### config.mk
export PLATFORM = sky130hd
export DESIGN_NAME = rsm_cell
export DESIGN_NICKNAME = d
export VERILOG_FILES = /design/src/design/rsm_pkg.sv /design/src/design/rsm_cell.sv
export SDC_FILE = /design/constraint.sdc
export NUM_CORES = 2
export LEC_CHECK = 0
export BUFFER_PORTS_ARGS = -buffer_cell sky130_fd_sc_hd__buf_2
export CORE_MARGIN = 10
export CORE_UTILIZATION = 45
export CTS_CLUSTER_DIAMETER = 30
export CTS_CLUSTER_SIZE = 28
export DETAILED_ROUTE_END_ITERATION = 8
export PLACE_DENSITY_LB_ADDON = 0.08
export RECOVER_POWER = 100
export SLEW_MARGIN = 15
export SYNTH_ARGS = -nofsm -noshare
export SYNTH_HDL_FRONTEND = slang
export SYNTH_SLANG_ARGS = --single-unit
### constraint.sdc
create_clock -name clk -period 18.6 [get_ports clk]
set_clock_uncertainty 0.1 [all_clocks]
set_input_delay 3.72 -clock clk [delete_from_list [all_inputs] [get_ports clk]]
set_output_delay 3.72 -clock clk [all_outputs]
set_load 0.01 [all_outputs]
### src/design/rsm_pkg.sv
// Shared types and constants of the ray sphere march shader.
package rsm_pkg;

  localparam int CFG_IDX_W = 2;
  localparam logic signed [20:0] DEPTH_LIMIT = 21'sd1600;
  localparam logic signed [20:0] DEPTH_STEP = 21'sd16;
  localparam logic [7:0] SHADE_MAX = 8'd255;

  typedef enum logic [CFG_IDX_W-1:0] {
    CFG_SPHERE_COUNT = 2'd0,
    CFG_BRIGHTNESS   = 2'd1
  } cfg_idx_t;

  typedef enum logic [1:0] {
    ST_IDLE,
    ST_MARCH,
    ST_SHADE,
    ST_DONE
  } top_state_t;

  typedef enum logic [1:0] {
    SH_IDLE,
    SH_MUL,
    SH_CHK,
    SH_DIV
  } shd_state_t;

  // ray sample travelling down the sphere chain
  typedef struct packed {
    logic        valid;
    logic [19:0] x;
    logic [19:0] y;
    logic [20:0] z;
    logic        found;
    logic [23:0] col;
  } tok_t;

  // sphere table write broadcast to every cell
  typedef struct packed {
    logic        en;
    logic [5:0]  idx;
    logic [19:0] x;
    logic [19:0] y;
    logic [19:0] z;
    logic [17:0] radius;
    logic [23:0] col;
  } wr_t;

endpackage

### src/design/rsm_cell.sv
// One sphere cell: holds one table entry and tests passing ray samples against it.
module rsm_cell #(
  parameter int IDX = 0,
  parameter int IW  = 6
) (
  input  logic          clk,
  input  logic          rst_n,
  input  rsm_pkg::wr_t  wr_i,
  input  logic [6:0]    count_i,
  input  rsm_pkg::tok_t tok_i,
  input  logic [IW-1:0] who_i,
  output rsm_pkg::tok_t tok_o,
  output logic [IW-1:0] who_o
);
  import rsm_pkg::*;

  logic signed [19:0] cx_r, cy_r, cz_r;
  logic [35:0]        rr_r;
  logic [23:0]        col_r;
  tok_t               s1_tok_r, s2_tok_r;
  logic [IW-1:0]      s1_who_r, s2_who_r;
  logic               s1_act_r;
  logic [43:0]        sqx_r, sqy_r, sqz_r;
  logic signed [21:0] dx, dy, dz;
  logic [45:0]        dist_sq;
  logic               hit;

  assign dx = 22'(signed'(tok_i.x)) - 22'(cx_r);
  assign dy = 22'(signed'(tok_i.y)) - 22'(cy_r);
  assign dz = 22'(signed'(tok_i.z)) - 22'(cz_r);
  assign dist_sq = 46'(sqx_r) + 46'(sqy_r) + 46'(sqz_r);
  assign hit = s1_tok_r.valid & s1_act_r & ~s1_tok_r.found & (dist_sq <= 46'(rr_r));

  always_ff @(posedge clk) begin
    if (wr_i.en && (32'(wr_i.idx) == IDX)) begin
      cx_r  <= signed'(wr_i.x);
      cy_r  <= signed'(wr_i.y);
      cz_r  <= signed'(wr_i.z);
      rr_r  <= 36'(wr_i.radius) * 36'(wr_i.radius);
      col_r <= wr_i.col;
    end
  end

  // squares first, then sum and compare
  always_ff @(posedge clk) begin
    sqx_r    <= 44'(dx * dx);
    sqy_r    <= 44'(dy * dy);
    sqz_r    <= 44'(dz * dz);
    s1_act_r <= (32'(count_i) > IDX);
    s1_who_r <= who_i;
    if (!rst_n) begin
      s1_tok_r.valid <= 1'b0;
    end else begin
      s1_tok_r <= tok_i;
    end
  end

  always_ff @(posedge clk) begin
    s2_who_r <= hit ? IW'(IDX) : s1_who_r;
    if (!rst_n) begin
      s2_tok_r.valid <= 1'b0;
    end else begin
      s2_tok_r <= s1_tok_r;
      if (hit) begin
        s2_tok_r.found <= 1'b1;
        s2_tok_r.col   <= col_r;
      end
    end
  end

  assign tok_o = s2_tok_r;
  assign who_o = s2_who_r;

endmodule

==> run_results.csv <==
group,metric,value,unit
critical_path,slowest_stage,"clkbuf_1",
sta,tightest_slew,8.243,ns
synth,synth-edff-count,291,
critical_path,worstRegToRegCells,37,
status,status,"finished, violations left",
final_layout,drive_gt1_frac,0.05943,
sta,fin_crit_sh,0.7865,
floorplan,die_x,419.7,µm
synth,synth_top_cell_by_area,"fa_1",
synth,syn-mean-instance-area,10.19,µm²
global_route,grt_usage,0.2145,
clock_network,cts_setup_buffers,0,
final_layout,area_growth,10.63,%
clock_network,clockBufferDepth,3,
clock_network,clkLatencyLatePin,0.74,ns
critical_path,r2r-end,"sqz_r[43]",
critical_path,r2r_start,"cz_r[2]",
status,violations,"max-capacitance violations, max-slew violations",
sta,maxSlewHeadroom,-4.495,
synth,synth_fa_ha_area_frac,0.5439,
drt,drc,0,
synth,ys_top_cells_by_area,"fa_1 (44%), edfxtp_1 (12%), ha_1 (11%), inv_1 (9.9%), dfxtp_1 (3.9%)",
synth,ys_types,88,
floorplan,rows,146,
synth,yosys.area_share.simple,0.08675,
placement,port_buffers,303,
synth,muxShareOfSynthArea,0.005900,
critical_path,critical-path-max-stage-delay,1.22,ns
sta,rsz0062_at_grt,"no",
drt,vias_per_cell,5.024,
final_layout,fillers,14989,
synth,synth.most_common_cell,"inv_1",
floorplan,die_y,419.7,µm
placement,pre_cts_ws,4.179,ns
critical_path,critPathRequiredTime,19.08,ns
critical_path,path_max_fanout,30,
drt,vias,48038,
synth,syn_area,71890,µm²
floorplan,coreArea,158600,µm²
critical_path,worstPathArrival,15.11,ns
critical_path,rrSetupSlack,6.73,ns
global_route,grt_pass1_wl,296.1,mm
clock_network,cts-root-buf,"clkbuf_16",
synth,synth_ff_type,"edfxtp_1",
synth,netlist_top_cells_count,"inv_1 (1895), fa_1 (1565), ha_1 (621)",
placement,dpl.hpwl,149.7,mm
sta,setup_tns,0,ns
drt,first_pass_iters,5,
clock_network,hold_buffers,0,
floorplan,io_pins,304,
drt,drt-initial-drc-count,2522,
synth,yosysWarnings,0,
sta,period_needed,14.63,ns
drt,totalWireLength,183.0,mm
final_layout,seq_area,11540,µm²
global_route,grt_pass1_vias,52922,
synth,synth-compound-area-share,0.06146,
sta,final_hold_viol_count,0,
global_route,antenna_found_initial,4,
synth,synth_xor_area_frac,0.03382,
global_route,grt_max_degree,120,
synth,synth_top_family_by_area,"adder cells",
floorplan,dieArea,176100,µm²
drt,ant_nets,0,
sta,maxSlewViolCount,415,
synth,postSynth.asyncResetShare,0,
global_route,gr-total-overflow,0,
critical_path,cp-start-kind,"input pin",
clock_network,cts_buffers,107,
final_layout,multi_input_area,52610,µm²
placement,gp_congestion,0.8603,
clock_network,ctsResizeCount,0,
synth,synth_cells,7054,
synth,synth_top_area_share,0.4358,
job,drv_cap,8,
clock_network,h-tree-depth,3,
clock_network,cts_tree,"done",
critical_path,worstSetupEndpoint,"sqz_r[43]",
synth,ys_ff_latch,431,
clock_network,clk_pin_slew,0.05,ns
clock_network,cts.sinks,431,
sta,timing.final.ws_setup,3.972,ns
critical_path,path_class,"in -> reg",
synth,ys_seq_area_frac,0.1605,
hold_path,holdCritPathClass,"reg -> reg",
floorplan,start_util,0.4534,
critical_path,critPathLaunch,"tok_i[27]",
sta,fmax,68.36,MHz
final_layout,fin_nets,9791,
sta,setup_viol,0,
critical_path,worst_setup_path_end_kind,"flop",
drt,detail_route.wl_per_cell,19.14,µm
[layer usage]
metal	vias up	wire [µm]	GRT usage
met5	-	27	0
met4	4	3843	0.04822
met3	220	8782	0.02665
met2	1085	88550	0.3626
met1	24724	81830	0.2950
li1	22005	-	-
[state kept, by name (all words and copies together), names as in the netlist]
| name | flops |
|---|---|
| cz_r | 20 |
| cy_r | 20 |
| col_r | 24 |
| tok_o | 87 |
| s1_act_r | 1 |
| s1_tok_r | 87 |
| who_o | 6 |
| sqy_r | 41 |
| sqz_r | 43 |
| cx_r | 20 |
| rr_r | 35 |
| s1_who_r | 6 |
| sqx_r | 41 |
[kinds of logic (layout without fill, tap and decap cells)]
logic type | count (synthesis) | count (layout)
multiplexers | 31 | 31
AND/OR/NAND/NOR | 1404 | 1404
buffers and inverters | 2051 | 2483
AO/OA/AOI/OAI | 674 | 674
flip-flops | 431 | 431
other | 2 | 5
XOR/XNOR | 275 | 275
adder cells (fa/ha/maj) | 2186 | 2186
[stage by stage]
stage | utilization | instances | hold WS, ns | cell area (µm²)
6_report | 0.5016 | 9561 | 0.3031 | 79530
5_1_grt | 0.5015 | 9560 | 0.3047 | 79530
4_1_cts | 0.5039 | 9560 | 0.2858 | 79900
3_5_place_dp | 0.4797 | 9357 | 0.3045 | 76060
3_3_place_gp | 0.4797 | 9357 | 0.3004 | 76060
2_1_floorplan | - | 7056 | 0.3003 | 71900
[worst min-delay path by stage]
stage               slack (ns)   endpoint    startpoint  depth (start not counted)
floorplan                 0.30  tok_o[25]  s1_tok_r[25]                          0
global placement          0.30  tok_o[30]  s1_tok_r[30]                          0
detailed placement        0.30  tok_o[32]  s1_tok_r[32]                          0
CTS                       0.29  tok_o[52]  s1_tok_r[52]                          0
global route              0.30  tok_o[52]  s1_tok_r[52]                          0
finish                    0.30  tok_o[52]  s1_tok_r[52]                          0
[critical path, delay by kind of cell]
kind,cells,cell delay (ns)
buf+inv,9,2.06
compound gates,13,3.59
fa+ha+maj,9,4.82
simple gates,5,0.82
xor+xnor,1,0.07
[area by class of cell]
type                    instances  area share
flip-flops and latches        431      0.1451
clock buffers                 133     0.03699
well taps                    2072     0.03260
repair buffers                372     0.02231
multi-input cells            4574      0.6615
clock inverters                70     0.01139
diodes                          1  0.00003147
inverters                    1908     0.09005
[cell usage in the layout, fill, tap and decap left out, types with 140 or more instances in the layout]
cell type | netlist | routed
inv_1 | 1895 | 1895
fa_1 | 1565 | 1565
ha_1 | 621 | 621
nand2_1 | 542 | 542
nor2_1 | 460 | 460
edfxtp_1 | 291 | 291
a21oi_1 | 211 | 212
clkbuf_1 | 122 | 191
xnor2_1 | 190 | 186
buf_2 | 7 | 143
dfxtp_1 | 140 | 140
Power is not shown: default switching activity piles up to over one toggle a cycle in this logic, so the estimate is an artifact.
