[config.mk]
export PLATFORM = sky130hd
export DESIGN_NAME = rsm_shade
export DESIGN_NICKNAME = d
export VERILOG_FILES = /design/src/design/rsm_pkg.sv /design/src/design/rsm_shade.sv
export SDC_FILE = /design/constraint.sdc
export NUM_CORES = 2
export LEC_CHECK = 0
export BUFFER_PORTS_ARGS = -buffer_cell sky130_fd_sc_hd__clkbuf_2
export CAP_MARGIN = 40
export CELL_PAD_IN_SITES_DETAIL_PLACEMENT = 1
export CELL_PAD_IN_SITES_GLOBAL_PLACEMENT = 1
export CORE_ASPECT_RATIO = 1.5
export CORE_MARGIN = 2
export CORE_UTILIZATION = 40
export CTS_BUF_LIST = sky130_fd_sc_hd__clkbuf_8
export CTS_CLUSTER_DIAMETER = 100
export DETAILED_ROUTE_END_ITERATION = 8
export GPL_TIMING_DRIVEN = 0
export PLACE_DENSITY = 0.65
export SLEW_MARGIN = 10
export SYNTH_ARGS = -nofsm -noshare
export SYNTH_HDL_FRONTEND = slang
export SYNTH_SLANG_ARGS = --single-unit
[constraint.sdc]
create_clock -name clk -period 12.45 [get_ports clk]
set_input_delay 0.6225 -clock clk [delete_from_list [all_inputs] [get_ports clk]]
set_output_delay 0.6225 -clock clk [all_outputs]
set_load 0.05 [all_outputs]
[src/design/rsm_pkg.sv]
// Shared types and constants of the ray sphere march shader.
package rsm_pkg;

  localparam int CFG_IDX_W = 2;
  localparam logic signed [20:0] DEPTH_LIMIT = 21'sd1600;
  localparam logic signed [20:0] DEPTH_STEP = 21'sd16;
  localparam logic [7:0] SHADE_MAX = 8'd255;

  typedef enum logic [CFG_IDX_W-1:0] {
    CFG_SPHERE_COUNT = 2'd0,
    CFG_BRIGHTNESS   = 2'd1
  } cfg_idx_t;

  typedef enum logic [1:0] {
    ST_IDLE,
    ST_MARCH,
    ST_SHADE,
    ST_DONE
  } top_state_t;

  typedef enum logic [1:0] {
    SH_IDLE,
    SH_MUL,
    SH_CHK,
    SH_DIV
  } shd_state_t;

  // ray sample travelling down the sphere chain
  typedef struct packed {
    logic        valid;
    logic [19:0] x;
    logic [19:0] y;
    logic [20:0] z;
    logic        found;
    logic [23:0] col;
  } tok_t;

  // sphere table write broadcast to every cell
  typedef struct packed {
    logic        en;
    logic [5:0]  idx;
    logic [19:0] x;
    logic [19:0] y;
    logic [19:0] z;
    logic [17:0] radius;
    logic [23:0] col;
  } wr_t;

endpackage

[src/design/rsm_shade.sv]
// Shading unit: per channel min(floor(C*K/Z^2),255) by restoring division.
module rsm_shade (
  input  logic        clk,
  input  logic        rst_n,
  input  logic        start_i,
  input  logic [23:0] col_i,
  input  logic [31:0] k_i,
  input  logic [20:0] z_i,
  output logic        done_o,
  output logic [7:0]  red_o,
  output logic [7:0]  green_o,
  output logic [7:0]  blue_o
);
  import rsm_pkg::*;

  shd_state_t  st_r, st_nxt;
  logic [1:0]  ch_r;
  logic [2:0]  bit_r;
  logic [23:0] col_r;
  logic [31:0] k_r;
  logic [20:0] z_r;
  logic [41:0] zz_r;
  logic [39:0] num_r, rem_r;
  logic [7:0]  q_r, red_r, green_r, blue_r;
  logic        done_r;
  logic [7:0]  chan;
  logic [49:0] trial;
  logic        ge, over, fin;
  logic [7:0]  q_fin;

  always_comb begin
    unique case (ch_r)
      2'd0:    chan = col_r[23:16];
      2'd1:    chan = col_r[15:8];
      2'd2:    chan = col_r[7:0];
      default: chan = 8'd0;
    endcase
  end

  assign trial = 50'(zz_r) << bit_r;
  assign ge    = 50'(rem_r) >= trial;
  assign over  = 50'(num_r) >= (50'(zz_r) << 8);

  always_comb begin
    st_nxt = st_r;
    unique case (st_r)
      SH_IDLE: if (start_i) st_nxt = SH_MUL;
      SH_MUL:  st_nxt = SH_CHK;
      SH_CHK: begin
        if (zz_r == '0 || over) st_nxt = (ch_r == 2'd2) ? SH_IDLE : SH_MUL;
        else st_nxt = SH_DIV;
      end
      SH_DIV: begin
        if (bit_r == 3'd0) st_nxt = (ch_r == 2'd2) ? SH_IDLE : SH_MUL;
      end
      default: st_nxt = SH_IDLE;
    endcase
  end

  always_comb begin
    fin   = 1'b0;
    q_fin = 8'd0;
    unique case (st_r)
      SH_CHK: begin
        fin   = (zz_r == '0) || over;
        q_fin = (zz_r == '0 && chan == 8'd0) ? 8'd0 : SHADE_MAX;
      end
      SH_DIV: begin
        fin   = (bit_r == 3'd0);
        q_fin = q_r | (ge ? (8'd1 << bit_r) : 8'd0);
      end
      default: begin
        fin   = 1'b0;
        q_fin = 8'd0;
      end
    endcase
  end

  always_ff @(posedge clk) begin
    if (!rst_n) begin
      st_r   <= SH_IDLE;
      done_r <= 1'b0;
    end else begin
      st_r   <= st_nxt;
      done_r <= fin && (ch_r == 2'd2);
    end
  end

  always_ff @(posedge clk) begin
    if (st_r == SH_IDLE && start_i) begin
      col_r <= col_i;
      k_r   <= k_i;
      z_r   <= z_i;
      ch_r  <= 2'd0;
    end
    if (st_r == SH_MUL) begin
      zz_r  <= 42'(signed'(z_r) * signed'(z_r));
      num_r <= 40'(chan) * 40'(k_r);
    end
    if (st_r == SH_CHK) begin
      rem_r <= num_r;
      bit_r <= 3'd7;
      q_r   <= 8'd0;
    end
    if (st_r == SH_DIV) begin
      if (ge) begin
        rem_r <= 40'(50'(rem_r) - trial);
        q_r   <= q_fin;
      end
      bit_r <= bit_r - 3'd1;
    end
    if (fin) begin
      unique case (ch_r)
        2'd0:    red_r <= q_fin;
        2'd1:    green_r <= q_fin;
        default: blue_r <= q_fin;
      endcase
      ch_r <= ch_r + 2'd1;
    end
  end

  assign done_o  = done_r;
  assign red_o   = red_r;
  assign green_o = green_r;
  assign blue_o  = blue_r;

endmodule

==> results.md <==
* Status: finished, final reports clean
* Filler cell count at slightly above 10k
* Setup TNS at 0 ns
* DP HPWL at 91000 um
* All-Layer GR Usage at 24.5%
* Ranking of synthesized cells by area: fa_1 (34%), edfxtp_1 (16%), ha_1 (9.4%), inv_1 (8.4%), nand2_1 (4.2%)
* RePlAce Congestion at 0.914
* Skew final at 0.0591 ns
* Initial antenna violation count at 4
* Commonest cells in the netlist: inv_1 (793), fa_1 (596), nand2_1 (393)
* Top_reg_cell synth: edfxtp_1
* Sequential area share after synthesis at 18.8%
* Hold path cells at 1
* Reg clk slew, reported paths at 0.07 ns
* Slew headroom at about 37%
* Number of synthesized flops with an enable pin at 187
* Non-Filler Instances at slightly below 5k
* Finish-stage setup viols at 0
* Skew-Pair Late Insertion Delay at 0.67 ns
* CP Data Required Time at 12.83 ns
* TritonCTS buffer count at 45
* Setup crit end kind: flip-flop
* R2R depth at 24
* CTS tree: yes
* Die width at 247 um
* Post-synth top area cell: fa_1
* Ys async rst share at 0%
* Routed wire length at 108000 um
* Vias in the first global route at 29.8k
* Routed Antenna Nets at 0
* Synthesized Nets at 4555
* CP Max Fanout at 10
* Final Cycle Share at 73.1%
* Setup CP Type: reg -> reg
* Mapped Cells at 3613
* Post-Place Cells at 4881
* Cts hold-fix bufs at 0
* Multi-input gate area at 0.0252 mm2
* Fin. Hold Viols at 0
* WL/cell at 21.8 um
* Vias at 26.1k
* Origin of the worst min-delay path: k_i[27]
* Tmin final at around 9.1 ns
* R2r setup slk at about 3.4 ns
* Setup WS post-layout at 3.35 ns
* Critical Path Start Type: flip-flop
* Initial core utilization at 40.4%
* Top Ports at 105
* Worst min-delay path class: in -> reg
* Drt pass-1 iters at 6
* Max Fclk at 110 MHz
* Vias per cell at 5.26
* # DRC at 0
* Synth Warn # at 0
* GRT overflow at 0
* Worst-Margin Slew at 0.944 ns
* Max cap viols at 0
* Longest Clk Path Bufs at 3
* Register area at 0.00664 mm2
* Post-synth cell types at 92
* First-pass GRT wire length at 168000 um
* Post-synthesis register bit count at 238
* RSZ-0062 raised after global routing: no
* Num Clock Sinks at 238
* Syn Std Cell Area at about 0.035 mm2
* FF-to-FF Start: z_r[14]$_DFFE_PP_
* Initial DRC Count at 1121
* Die Span Y at 368 um
* Root Driver: clkbuf_8
* Pre-CTS WS at between 3 and 4 ns
* Area delta synth->final at 9.12%
* Post-CTS Setup Bufs at 0
* Die area at approximately 0.09 mm2
* Port-buffer cells at around 100
* Share of Yosys cell area claimed by the top area cell type at approximately 34%
* Share of layout cells above drive strength 1 at 7.31%
* Synthesized area per cell at between 9 and 10 um2
* Row count at 133
* Core area at 0.0875 mm2
* Final Slew Violations at 0
* Most numerous cell in the Yosys netlist: inv_1
* Largest net degree at the start of global routing at 33
* Final #Nets at ~4.7k
* Hold EP: k_r[27]$_DFFE_PP_
* H-tree lvl count at 2
* CTS resizes at 0
* Crit path DAT at 9.47 ns
* R2r endpoint: zz_r[39]$_DFFE_PN_
## cell type report
type                       count  share of cell area (%)
clock inverter                38                   0.997
sequential                   238                    17.2
antenna                        1                 0.00649
buffer                       124                    1.32
inverter                     794                    7.73
clock buffer                  46                    1.64
tap                         1147                    3.72
timing repair buffer         121                    1.93
multi-input combinational   2457                    65.4
## state kept, by name (all words and copies together) (netlist names), 21 cells and up
signal  cells
num_r      40
col_r      24
zz_r       41
k_r        32
rem_r      40
z_r        21
## routing by layer
| metal | GRT usage, % | share of wire (%) | vias to the layer above |
|---|---|---|---|
| li1 | - | - | 11848 |
| met1 | 25.9 | 36 | 13493 |
| met2 | 47.2 | 55 | 518 |
| met3 | 2.34 | 2.8 | 259 |
| met4 | 13.1 | 6.2 | 4 |
| met5 | 0 | 0.023 | - |
## placed cells by master (no fill, tap or decap), drive strengths merged, types with 26 or more instances in the layout
master / netlist / final
buf: 20 / 37
a21oi: 123 / 123
ha: 266 / 266
xnor2: 71 / 71
a31oi: 30 / 30
nand3: 33 / 33
xor2: 36 / 36
mux2i: 44 / 44
nand2: 393 / 393
edfxtp: 187 / 187
nor2: 135 / 135
fa: 596 / 596
dfxtp: 51 / 51
clkbuf: 104 / 254
o21a: 27 / 27
nor3: 26 / 26
and2: 204 / 204
o21ai: 77 / 77
inv: 793 / 800
mux4: 29 / 29
a21o: 60 / 60
## through the flow
stage | hold WS [ns] | area, um2 | util, %
after floorplan | 0.432 | 35300 | -
after global placement | 0.456 | 37300 | 42.6
after detailed placement | 0.468 | 37500 | 42.9
after CTS | 0.0622 | 38500 | 44.0
after global routing | 0.0815 | 38500 | 44.0
final | 0.125 | 38500 | 44.0
## critical path, stage by stage (launching register included)
cell,delay (ns)
edfxtp_1,0.47
clkbuf_1,0.58
clkbuf_1,0.74
nand2_1,0.18
fa_1,0.64
inv_1,0.07
fa_1,0.54
fa_1,0.45
fa_1,0.55
fa_1,0.55
fa_1,0.55
inv_1,0.06
fa_1,0.53
inv_1,0.04
ha_1,0.27
clkbuf_1,0.30
nand3_1,0.18
nor2_1,0.22
nand3_1,0.14
nor4b_2,0.50
o2111ai_1,0.24
a21oi_1,0.26
o21ai_1,0.17
a2111o_1,0.40
o311ai_1,0.17
## cells by family (layout without fill, tap and decap cells)
kind of cell	Yosys count	in the layout	share of synthesized area, %
muxes	77	77	3.22
other	0	1	0
DFF	238	238	18.8
AOI/OAI and AO/OA	475	475	9.35
and+or+nand+nor	936	936	12.9
buffers and inverters	918	1123	9.88
adders and majority gates	862	862	43.2
xor gates and xnor gates	107	107	2.65
## worst max path at each step
stage,depth (start not counted),to,slack [ns],start
finish,24,zz_r[39]$_DFFE_PN_,3.35,z_r[14]$_DFFE_PP_
CTS,24,zz_r[39]$_DFFE_PN_,3.28,z_r[14]$_DFFE_PP_
detailed placement,24,zz_r[39]$_DFFE_PN_,3.31,z_r[14]$_DFFE_PP_
global placement,24,zz_r[39]$_DFFE_PN_,3.31,z_r[14]$_DFFE_PP_
global route,24,zz_r[39]$_DFFE_PN_,2.89,z_r[14]$_DFFE_PP_
floorplan,24,zz_r[39]$_DFFE_PN_,5.46,z_r[14]$_DFFE_PP_
Power is left out: the tool's default activity adds up to more than one toggle a clock period on the data nets, which glitch-free logic cannot reach.
